--- src/design/ifdc_pkg.sv ---
// Package for the IMU frame decoder and calibrator.
// Holds the shared types, register indexes, mode and status codes.
// No dependencies.
package ifdc_pkg;

  // Frame store size and frame lengths in bytes.
  localparam int unsigned FRAME_BYTES = 20;
  localparam logic [4:0] LEN_REG   = 5'd12;
  localparam logic [4:0] LEN_FIFO  = 5'd16;
  localparam logic [4:0] LEN_HIRES = 5'd20;

  // Frame mode codes.
  localparam logic [1:0] MODE_REG   = 2'd0;
  localparam logic [1:0] MODE_FIFO  = 2'd1;
  localparam logic [1:0] MODE_HIRES = 2'd2;

  // Frame status codes.
  localparam logic [1:0] ST_VALID    = 2'd0;
  localparam logic [1:0] ST_ALL_ONES = 2'd1;
  localparam logic [1:0] ST_EMPTY    = 2'd2;

  // Register indexes (byte address divided by eight).
  localparam logic [2:0] REG_FRAME_MODE    = 3'd0;
  localparam logic [2:0] REG_ACCEL_RANGE   = 3'd1;
  localparam logic [2:0] REG_GYRO_RANGE    = 3'd2;
  localparam logic [2:0] REG_ACCEL_OFFSETS = 3'd3;
  localparam logic [2:0] REG_GYRO_OFFSETS  = 3'd4;
  localparam logic [2:0] REG_ACCEL_GAINS   = 3'd5;

  localparam logic [47:0] GAINS_RESET = 48'h4000_4000_4000;

  // Configuration as seen by the datapath.
  typedef struct packed {
    logic [1:0]  frame_mode;
    logic [1:0]  accel_range;
    logic [2:0]  gyro_range;
    logic [62:0] accel_offsets;
    logic [62:0] gyro_offsets;
    logic [47:0] accel_gains;
  } cfg_t;

  // One completed frame, unpacked: accel x,y,z then gyro x,y,z, 20-bit signed.
  typedef struct packed {
    logic [5:0][19:0] raw;
    logic [1:0]       status;
  } frame_t;

endpackage

--- src/design/ifdc_regs.sv ---
// APB configuration registers for the IMU frame decoder.
// Depends on ifdc_pkg for register indexes and the configuration struct.
module ifdc_regs
  import ifdc_pkg::*;
(
  input  logic        clk,
  input  logic        rst,
  input  logic        psel,
  input  logic        penable,
  input  logic        pwrite,
  input  logic [5:0]  paddr,
  input  logic [63:0] pwdata,
  output logic [63:0] prdata,
  output logic        pready,
  output cfg_t        cfg
);

  logic [2:0] index;
  logic       wr_en;

  assign index  = paddr[5:3];
  assign wr_en  = psel && penable && pwrite;
  assign pready = 1'b1;

  // Register writes, masked to each register's width.
  always_ff @(posedge clk) begin
    if (rst) begin
      cfg.frame_mode    <= MODE_REG;
      cfg.accel_range   <= 2'd0;
      cfg.gyro_range    <= 3'd0;
      cfg.accel_offsets <= '0;
      cfg.gyro_offsets  <= '0;
      cfg.accel_gains   <= GAINS_RESET;
    end else if (wr_en) begin
      unique case (index)
        REG_FRAME_MODE:    cfg.frame_mode    <= pwdata[1:0];
        REG_ACCEL_RANGE:   cfg.accel_range   <= pwdata[1:0];
        REG_GYRO_RANGE:    cfg.gyro_range    <= pwdata[2:0];
        REG_ACCEL_OFFSETS: cfg.accel_offsets <= pwdata[62:0];
        REG_GYRO_OFFSETS:  cfg.gyro_offsets  <= pwdata[62:0];
        REG_ACCEL_GAINS:   cfg.accel_gains   <= pwdata[47:0];
        default: ;
      endcase
    end
  end

  // Read data decode.
  always_comb begin
    unique case (index)
      REG_FRAME_MODE:    prdata = {62'd0, cfg.frame_mode};
      REG_ACCEL_RANGE:   prdata = {62'd0, cfg.accel_range};
      REG_GYRO_RANGE:    prdata = {61'd0, cfg.gyro_range};
      REG_ACCEL_OFFSETS: prdata = {1'b0, cfg.accel_offsets};
      REG_GYRO_OFFSETS:  prdata = {1'b0, cfg.gyro_offsets};
      REG_ACCEL_GAINS:   prdata = {16'd0, cfg.accel_gains};
      default:           prdata = '0;
    endcase
  end

endmodule

--- src/design/ifdc_capture.sv ---
// Byte capture for the IMU frame decoder: byte position, frame store and unpacking.
// Depends on ifdc_pkg for frame codes and the frame struct.
module ifdc_capture
  import ifdc_pkg::*;
(
  input  logic       clk,
  input  logic       rst,
  input  logic       accept,
  input  logic [7:0] data_byte,
  input  logic       frame_start,
  input  cfg_t       cfg,
  output logic       frame_done,
  output frame_t     frame
);

  logic [4:0] position;
  logic [4:0] pos_eff;
  logic [4:0] frame_len;
  logic [5:0] pos_inc;
  logic [7:0] store [FRAME_BYTES];
  logic [7:0] b     [FRAME_BYTES];
  logic [4:0] base;
  logic [15:0] word [6];
  logic       all_ones;

  assign pos_eff = frame_start ? 5'd0 : position;
  assign pos_inc = {1'b0, pos_eff} + 6'd1;

  always_comb begin
    unique case (cfg.frame_mode)
      MODE_FIFO:  frame_len = LEN_FIFO;
      MODE_HIRES: frame_len = LEN_HIRES;
      default:    frame_len = LEN_REG;
    endcase
  end

  assign frame_done = accept && (pos_inc >= {1'b0, frame_len});

  // Byte position: back to zero at the end of a frame.
  always_ff @(posedge clk) begin
    if (rst) begin
      position <= 5'd0;
    end else if (accept) begin
      if (pos_inc >= {1'b0, frame_len}) begin
        position <= 5'd0;
      end else begin
        position <= pos_inc[4:0];
      end
    end
  end

  // Frame store; entries are only read after they have been written in this frame.
  always_ff @(posedge clk) begin
    if (accept && (pos_eff < 5'(FRAME_BYTES))) begin
      store[pos_eff] <= data_byte;
    end
  end

  // Frame view with the incoming byte merged in.
  always_comb begin
    for (int i = 0; i < FRAME_BYTES; i++) begin
      b[i] = (pos_eff == 5'(i)) ? data_byte : store[i];
    end
  end

  // Big-endian 16-bit words from byte 0 or byte 1.
  assign base = (cfg.frame_mode == MODE_FIFO) ? 5'd1 : 5'd0;
  always_comb begin
    for (int k = 0; k < 6; k++) begin
      word[k] = {b[base + 5'(2 * k)], b[base + 5'(2 * k + 1)]};
    end
  end

  assign all_ones = (word[0] == 16'hFFFF) && (word[1] == 16'hFFFF) &&
                    (word[2] == 16'hFFFF) && (word[3] == 16'hFFFF);

  // Unpack the six axes and set the status.
  always_comb begin
    frame.status = ST_VALID;
    if (cfg.frame_mode == MODE_HIRES) begin
      frame.raw[0] = {b[1],  b[2],  b[17][7:4]};
      frame.raw[1] = {b[3],  b[4],  b[18][7:4]};
      frame.raw[2] = {b[5],  b[6],  b[19][7:4]};
      frame.raw[3] = {b[7],  b[8],  b[17][3:0]};
      frame.raw[4] = {b[9],  b[10], b[18][3:0]};
      frame.raw[5] = {b[11], b[12], b[19][3:0]};
    end else begin
      for (int k = 0; k < 6; k++) begin
        frame.raw[k] = {{4{word[k][15]}}, word[k]};
      end
    end
    if ((cfg.frame_mode == MODE_FIFO) || (cfg.frame_mode == MODE_HIRES)) begin
      if (b[0][7]) begin
        frame.status = ST_EMPTY;
      end
    end else if (all_ones) begin
      frame.status = ST_ALL_ONES;
    end
  end

endmodule

--- src/design/ifdc_calib.sv ---
// Calibration pipeline: range scaling, offset subtraction, gain, rounding and saturation.
// Depends on ifdc_pkg for the configuration and frame structs and status codes.
module ifdc_calib
  import ifdc_pkg::*;
(
  input  logic         clk,
  input  logic         rst,
  input  cfg_t         cfg,
  input  logic         in_valid,
  input  frame_t       in_frame,
  output logic         in_ready,
  output logic         out_valid,
  input  logic         out_ready,
  output logic [143:0] out_data,
  output logic [1:0]   out_status
);

  // Stage registers.
  logic         v1, v2, v3;
  frame_t       s1;
  logic signed [22:0] adiff [3];
  logic signed [21:0] rate2 [3];
  logic [1:0]         st2;
  logic signed [39:0] prod  [3];
  logic signed [21:0] rate3 [3];
  logic [1:0]         st3;

  logic rdy1, rdy2, rdy3, rdy_o;
  logic [2:0] ash, gsh;

  // Next values of the stages.
  logic signed [22:0] adiff_next [3];
  logic signed [21:0] rate_next  [3];
  logic signed [39:0] prod_next  [3];
  logic [143:0]       data_next;

  assign rdy_o    = !out_valid || out_ready;
  assign rdy3     = !v3 || rdy_o;
  assign rdy2     = !v2 || rdy3;
  assign rdy1     = !v1 || rdy2;
  assign in_ready = rdy1;

  // Valid bits of each stage.
  always_ff @(posedge clk) begin
    if (rst) begin
      v1 <= 1'b0;
      v2 <= 1'b0;
      v3 <= 1'b0;
      out_valid <= 1'b0;
    end else begin
      if (rdy1) v1 <= in_valid;
      if (rdy2) v2 <= v1;
      if (rdy3) v3 <= v2;
      if (rdy_o) out_valid <= v3;
    end
  end

  // Range shifts; none in high-resolution mode.
  always_comb begin
    if (cfg.frame_mode == MODE_HIRES) begin
      ash = 3'd0;
      gsh = 3'd0;
    end else begin
      ash = 3'd4 - {1'b0, cfg.accel_range};
      gsh = (cfg.gyro_range <= 3'd4) ? 3'd4 - cfg.gyro_range : 3'd0;
    end
  end

  // Stage one: scale and subtract offsets; the gyro difference is saturated here.
  always_comb begin
    logic signed [19:0] a_sc, g_sc;
    logic signed [20:0] a_off, g_off;
    logic signed [22:0] g_diff;
    for (int k = 0; k < 3; k++) begin
      a_sc  = $signed(s1.raw[k] << ash);
      g_sc  = $signed(s1.raw[k + 3] << gsh);
      a_off = $signed(cfg.accel_offsets[21 * k +: 21]);
      g_off = $signed(cfg.gyro_offsets[21 * k +: 21]);
      adiff_next[k] = 23'(a_sc) - 23'(a_off);
      g_diff        = 23'(g_sc) - 23'(g_off);
      if (g_diff > 23'sd2097151) begin
        rate_next[k] = 22'sd2097151;
      end else if (g_diff < -23'sd2097152) begin
        rate_next[k] = -22'sd2097152;
      end else begin
        rate_next[k] = g_diff[21:0];
      end
    end
  end

  always_ff @(posedge clk) begin
    if (rdy1 && in_valid) begin
      s1 <= in_frame;
    end
  end

  always_ff @(posedge clk) begin
    if (rdy2 && v1) begin
      adiff <= adiff_next;
      rate2 <= rate_next;
      st2   <= s1.status;
    end
  end

  // Stage two: multiply by the Q2.14 gain.
  always_comb begin
    logic signed [16:0] gain;
    for (int k = 0; k < 3; k++) begin
      gain         = $signed({1'b0, cfg.accel_gains[16 * k +: 16]});
      prod_next[k] = 40'(adiff[k]) * 40'(gain);
    end
  end

  always_ff @(posedge clk) begin
    if (rdy3 && v2) begin
      prod  <= prod_next;
      rate3 <= rate2;
      st3   <= st2;
    end
  end

  // Stage three: round to nearest, saturate, clear data of flagged frames.
  always_comb begin
    logic signed [39:0] q;
    logic signed [39:0] r;
    logic [23:0]        acc;
    data_next = '0;
    for (int k = 0; k < 3; k++) begin
      q = prod[k] + 40'sd8192;
      r = q >>> 14;
      if (r > 40'sd8388607) begin
        acc = 24'h7FFFFF;
      end else if (r < -40'sd8388608) begin
        acc = 24'h800000;
      end else begin
        acc = r[23:0];
      end
      if (st3 == ST_VALID) begin
        data_next[24 * k +: 24]      = acc;
        data_next[72 + 22 * k +: 22] = rate3[k];
      end
    end
  end

  // Result register.
  always_ff @(posedge clk) begin
    if (rdy_o && v3) begin
      out_data   <= data_next;
      out_status <= st3;
    end
  end

endmodule

--- src/design/imu_frame_decode_calibrate_core.sv ---
// Top level of the IMU frame decoder and calibrator.
// Depends on ifdc_pkg, ifdc_regs, ifdc_capture and ifdc_calib.
//
//   Channel  Direction  Payload
//   s_*      in         tdata: data_byte[7:0]; tuser: frame_start
//   m_*      out        tdata: accel x,y,z (24b each), rate x,y,z (22b each); tuser: status
//   APB      in/out     six registers at byte addresses 0, 8, .. 40, 64-bit data
//
// One byte is taken every cycle while the pipeline can accept a frame. The
// completed frame is registered, then the offset results, the gain products
// and the rounded, saturated result go through their registers in that order;
// the last of these is the result register.
// Reset clears the byte position and the stage valid bits and sets the registers to their defaults.
// A stalled output holds the pipeline only once every stage is full.
module imu_frame_decode_calibrate_core
  import ifdc_pkg::*;
(
  input  logic         clk,
  input  logic         rst,
  input  logic         s_tvalid,
  output logic         s_tready,
  input  logic [7:0]   s_tdata,   // [7:0] data_byte
  input  logic         s_tuser,   // [0] frame_start
  output logic         m_tvalid,
  input  logic         m_tready,
  output logic [143:0] m_tdata,   // accel_x, accel_y, accel_z, rate_x, rate_y, rate_z, zero pad
  output logic [1:0]   m_tuser,   // [1:0] frame_status
  input  logic         psel,
  input  logic         penable,
  input  logic         pwrite,
  input  logic [5:0]   paddr,
  input  logic [63:0]  pwdata,
  output logic [63:0]  prdata,
  output logic         pready
);

  cfg_t   cfg;
  frame_t frame;
  logic   accept;
  logic   frame_done;

  assign accept = s_tvalid && s_tready;

  // Configuration registers.
  ifdc_regs u_regs (
    .clk     (clk),
    .rst     (rst),
    .psel    (psel),
    .penable (penable),
    .pwrite  (pwrite),
    .paddr   (paddr),
    .pwdata  (pwdata),
    .prdata  (prdata),
    .pready  (pready),
    .cfg     (cfg)
  );

  // Byte capture and unpacking.
  ifdc_capture u_capture (
    .clk         (clk),
    .rst         (rst),
    .accept      (accept),
    .data_byte   (s_tdata),
    .frame_start (s_tuser),
    .cfg         (cfg),
    .frame_done  (frame_done),
    .frame       (frame)
  );

  // Calibration pipeline and result register.
  ifdc_calib u_calib (
    .clk        (clk),
    .rst        (rst),
    .cfg        (cfg),
    .in_valid   (frame_done),
    .in_frame   (frame),
    .in_ready   (s_tready),
    .out_valid  (m_tvalid),
    .out_ready  (m_tready),
    .out_data   (m_tdata),
    .out_status (m_tuser)
  );

endmodule
--- config.mk ---
export PLATFORM = sky130hd
export DESIGN_NAME = imu_frame_decode_calibrate_core
export DESIGN_NICKNAME = d
export VERILOG_FILES = /design/src/design/ifdc_pkg.sv /design/src/design/ifdc_regs.sv /design/src/design/ifdc_capture.sv /design/src/design/ifdc_calib.sv /design/src/design/imu_frame_decode_calibrate_core.sv
export SDC_FILE = /design/constraint.sdc
export NUM_CORES = 2
export LEC_CHECK = 0
export BUFFER_PORTS_ARGS = -buffer_cell sky130_fd_sc_hd__buf_2
export CELL_PAD_IN_SITES_DETAIL_PLACEMENT = 0
export CELL_PAD_IN_SITES_GLOBAL_PLACEMENT = 1
export CORE_MARGIN = 3
export CORE_UTILIZATION = 55
export DETAILED_ROUTE_END_ITERATION = 6
export PLACE_DENSITY = 0.89
export RECOVER_POWER = 100
export REMOVE_ABC_BUFFERS = 1
export SYNTH_ARGS = -nofsm -noshare
export SYNTH_HDL_FRONTEND = slang
export SYNTH_SLANG_ARGS = --single-unit
--- constraint.sdc ---
create_clock -name clk -period 19.45 [get_ports clk]
set_input_delay 0.9725 -clock clk [delete_from_list [all_inputs] [get_ports clk]]
set_output_delay 0.9725 -clock clk [all_outputs]
set_load 0.05 [all_outputs]
==> results.json <==
{
  "status": "finished with violations",
  "violations": "DRC, capacitance limit, slew limit",
  "stdcell_area_um2": 87100,
  "p_switching_mw": 1.08,
  "async_flop_share_pct": 0,
  "setup_viol": 0,
  "final-instance-count-excl-fill": 10500,
  "cts_setup_buffers": 0,
  "p_leak_nw": 38.7,
  "h-tree-depth": 3,
  "dieArea_um2": 152000,
  "wire_per_inst_um": 20.3,
  "post-route-worst-setup-slack_ps": 10900,
  "hpwlAfterDp_um": 162000,
  "ys_ff_latch": 860,
  "cts_made_buffers": 97,
  "grt_pass1_vias": 59600,
  "postCtsHoldBufs": 0,
  "p_sw_share_pct": 24.9,
  "post-route-period-util_pct": 44.0,
  "clock_latency_ps": 770,
  "seq_power_share_pct": 46.3,
  "die_x_um": 390,
  "start_util_pct": 55.5,
  "maxSlewViolCount": 1294,
  "drt_pass1_iterations": 7,
  "synth_xor_area_share_pct": 2.86,
  "cts_tree": "yes",
  "final_nets": 10000,
  "synthFlopType": "edfxtp_1",
  "maxCapViolCount": 26,
  "worst_pin_slew_ps": 6860,
  "p_per_area_nw_per_um2": 49.9,
  "critPathKind": "flip-flop to flip-flop",
  "fillCellCount": 12500,
  "relSlewSlack_pct": -357,
  "syn-cell-area_um2": 81000,
  "synth_warnings": 0,
  "period_needed_ps": 8550,
  "synth_top_family_by_area": "adder cells",
  "drt-initial-drc-count": 4513,
  "synthAdderAreaFrac_pct": 32.5,
  "coreArea_um2": 146000,
  "fin_setup_tns_ps": 0,
  "drc": 5,
  "die_y_um": 390,
  "hold_violations": 0,
  "dpl_cell_area_um2": 84000,
  "pin_count": 299,
  "grt-ovfl-total": 0,
  "muxShareOfSynthArea_pct": 5.35,
  "p_total_mw": 4.34,
  "cts_resized": 0,
  "ys_seq_area_share_pct": 29.5,
  "rows": 140,
  "pwr-share-clk_pct": 44.6,
  "vias_per_cell": 5.59,
  "place_congestion": 0.931,
  "cts_root_buf": "clkbuf_16",
  "critPathMaxFanout": 111,
  "synth.distinct_cells": 74,
  "rsz0062_at_grt": "no",
  "whs_ps": 403,
  "fmax_mhz": 117,
  "postSynthAreaPerCell_um2": 9.64,
  "yosys-top-cells-area": "fa_1 (26%), edfxtp_1 (25%), nand2_1 (7.1%), inv_1 (6.6%), ha_1 (6.6%)",
  "drtAntennaViolNets": 0,
  "grt_start_max_net_pins": 113,
  "cp.required_ps": 19580,
  "grt_first_pass_wirelength_um": 334000,
  "clock-sinks": 860,
  "area_delta_synth_final_pct": 7.46,
  "power.internal_mw": 3.26,
  "synthSimpleGateAreaFrac_pct": 14.6,
  "num_vias": 58700,
  "worstSetupEndpointType": "flip-flop",
  "synthCells": 8401,
  "clkTransAtPathRegs_ps": 60,
  "synth_top_area_share_pct": 25.9,
  "grt_antenna_before_repair": 37,
  "hold_class": "flip-flop to flip-flop",
  "synth-compound-area-share_pct": 6.69,
  "fin_skew_ps": 74.4,
  "portBuffers": 286,
  "ctsLongestPathBuffers": 3,
  "comb_power_share_pct": 9.1,
  "fin_util_pct": 59.7,
  "drive_above_1_share_pct": 4.12,
  "wl_um": 213000,
  "arrival_ps": 8680,
  "synth_top_cell_by_area": "fa_1",
  "cp-start-kind": "flip-flop",
  "dp_slack_ps": 12020,
  "ir_drop_mv": 0.0890,
  "synth_edf_count": 670,
  "grt_usage_pct": 28.3,
  "dpl.cell_count": 10300
}
synthesized netlist by cell type, drive strengths merged, types with 190 or more instances:
master,number
a21oi,438
and2,503
clkbuf,346
dfxtp,190
edfxtp,670
fa,1047
ha,428
inv,1429
mux2i,386
nand2,1532
nor2,257
o21ai,236
flip-flops by register name (all words and copies together) (netlist names), 5 cells and up:
| register | count |
|---|---|
| u_regs.cfg | 181 |
| u_calib.out_data | 138 |
| u_capture.store | 128 |
| u_calib.s1 | 122 |
| u_calib.prod | 78 |
| u_calib.adiff | 66 |
| u_calib.rate2 | 66 |
| u_calib.rate3 | 66 |
| u_capture.position | 5 |
power groups by stage:
stage	clock network (mW)	registers, mW	logic (mW)
after global placement	0	2.05	0.384
after CTS	1.96	2.01	0.397
after floorplan	0	2.05	0.268
after global routing	2.04	2.01	0.444
after detailed placement	0	2.05	0.395
final	1.94	2.01	0.397
critical path: stages (launching register included):
cell and delay [ps]:
dfxtp_1 310, nor2b_1 190, nor2b_1 2310, clkbuf_1 4820
per-layer routing:
| layer | share of wire, % | global-route usage [%] | vias to the layer above | wire length (µm) |
|---|---|---|---|---|
| met4 | 4.9 | 13.6 | 4 | 10500 |
| met5 | 0.0099 | 0 | - | 21 |
| met1 | 41 | 38.0 | 29300 | 87000 |
| li1 | - | - | 26800 | - |
| met2 | 47 | 46.1 | 2192 | 100000 |
| met3 | 7.3 | 3.42 | 381 | 15400 |
cells in the final DEF, fill, tap and decap left out, types with 16 or more instances in the layout:
cell,Yosys,final
mux2_2,40,30
and2_1,503,439
clkbuf_1,346,247
edfxtp_1,670,670
a22o_1,17,17
buf_4,11,48
or3_1,20,19
a21o_1,62,62
a21oi_1,438,438
and2_0,0,64
fa_1,1047,1047
nor2_1,257,253
o21a_1,24,24
ha_1,428,426
diode_2,0,30
o21ai_0,235,236
nand4_1,23,23
a31oi_1,19,19
nor2b_1,35,34
buf_2,7,80
mux2i_1,386,386
o21bai_1,16,16
nand2b_1,22,21
dfxtp_1,190,190
nand3_1,80,79
inv_1,1429,1426
nand2_1,1530,1527
clkbuf_16,0,98
xnor2_1,167,167
nor3_1,49,48
and3_1,47,46
xor2_1,98,98
o211ai_1,16,16
a211oi_1,26,26
final timing paths:
path | from | end | slack, ps | cells after the start
hold / removal | u_calib.rate2[47] | u_calib.rate3[47] | 400 | 0
setup / recovery | u_calib.out_valid | u_calib.out_data[29] | 10900 | 3
hold reg to reg | u_calib.rate2[47] | u_calib.rate3[47] | 400 | 0
setup reg to reg | u_calib.out_valid | u_calib.out_data[29] | 10900 | 3
kinds of logic (layout without fill, tap and decap cells):
| group | after synthesis | count (layout) |
|---|---|---|
| AO/OA/AOI/OAI | 935 | 935 |
| flip-flops | 860 | 860 |
| adder cells (fa/ha/maj) | 1475 | 1475 |
| XOR/XNOR | 265 | 265 |
| AND/OR/NAND/NOR | 2616 | 2616 |
| buffers and inverters | 1821 | 1966 |
| other | 2 | 38 |
| multiplexers | 427 | 427 |
layout make-up:
cell class	count	area, µm²	share of cell area [%]
sequential	860	23900	27.5
multi-input combinational	5726	50300	57.8
clock inverter	59	778	0.894
tap	1917	2400	2.75
timing repair buffer	356	1620	1.86
clock buffer	122	2590	2.98
inverter	1429	5370	6.16
antenna	30	75.1	0.0862
Note: power is estimated with default switching activity, not from simulation.
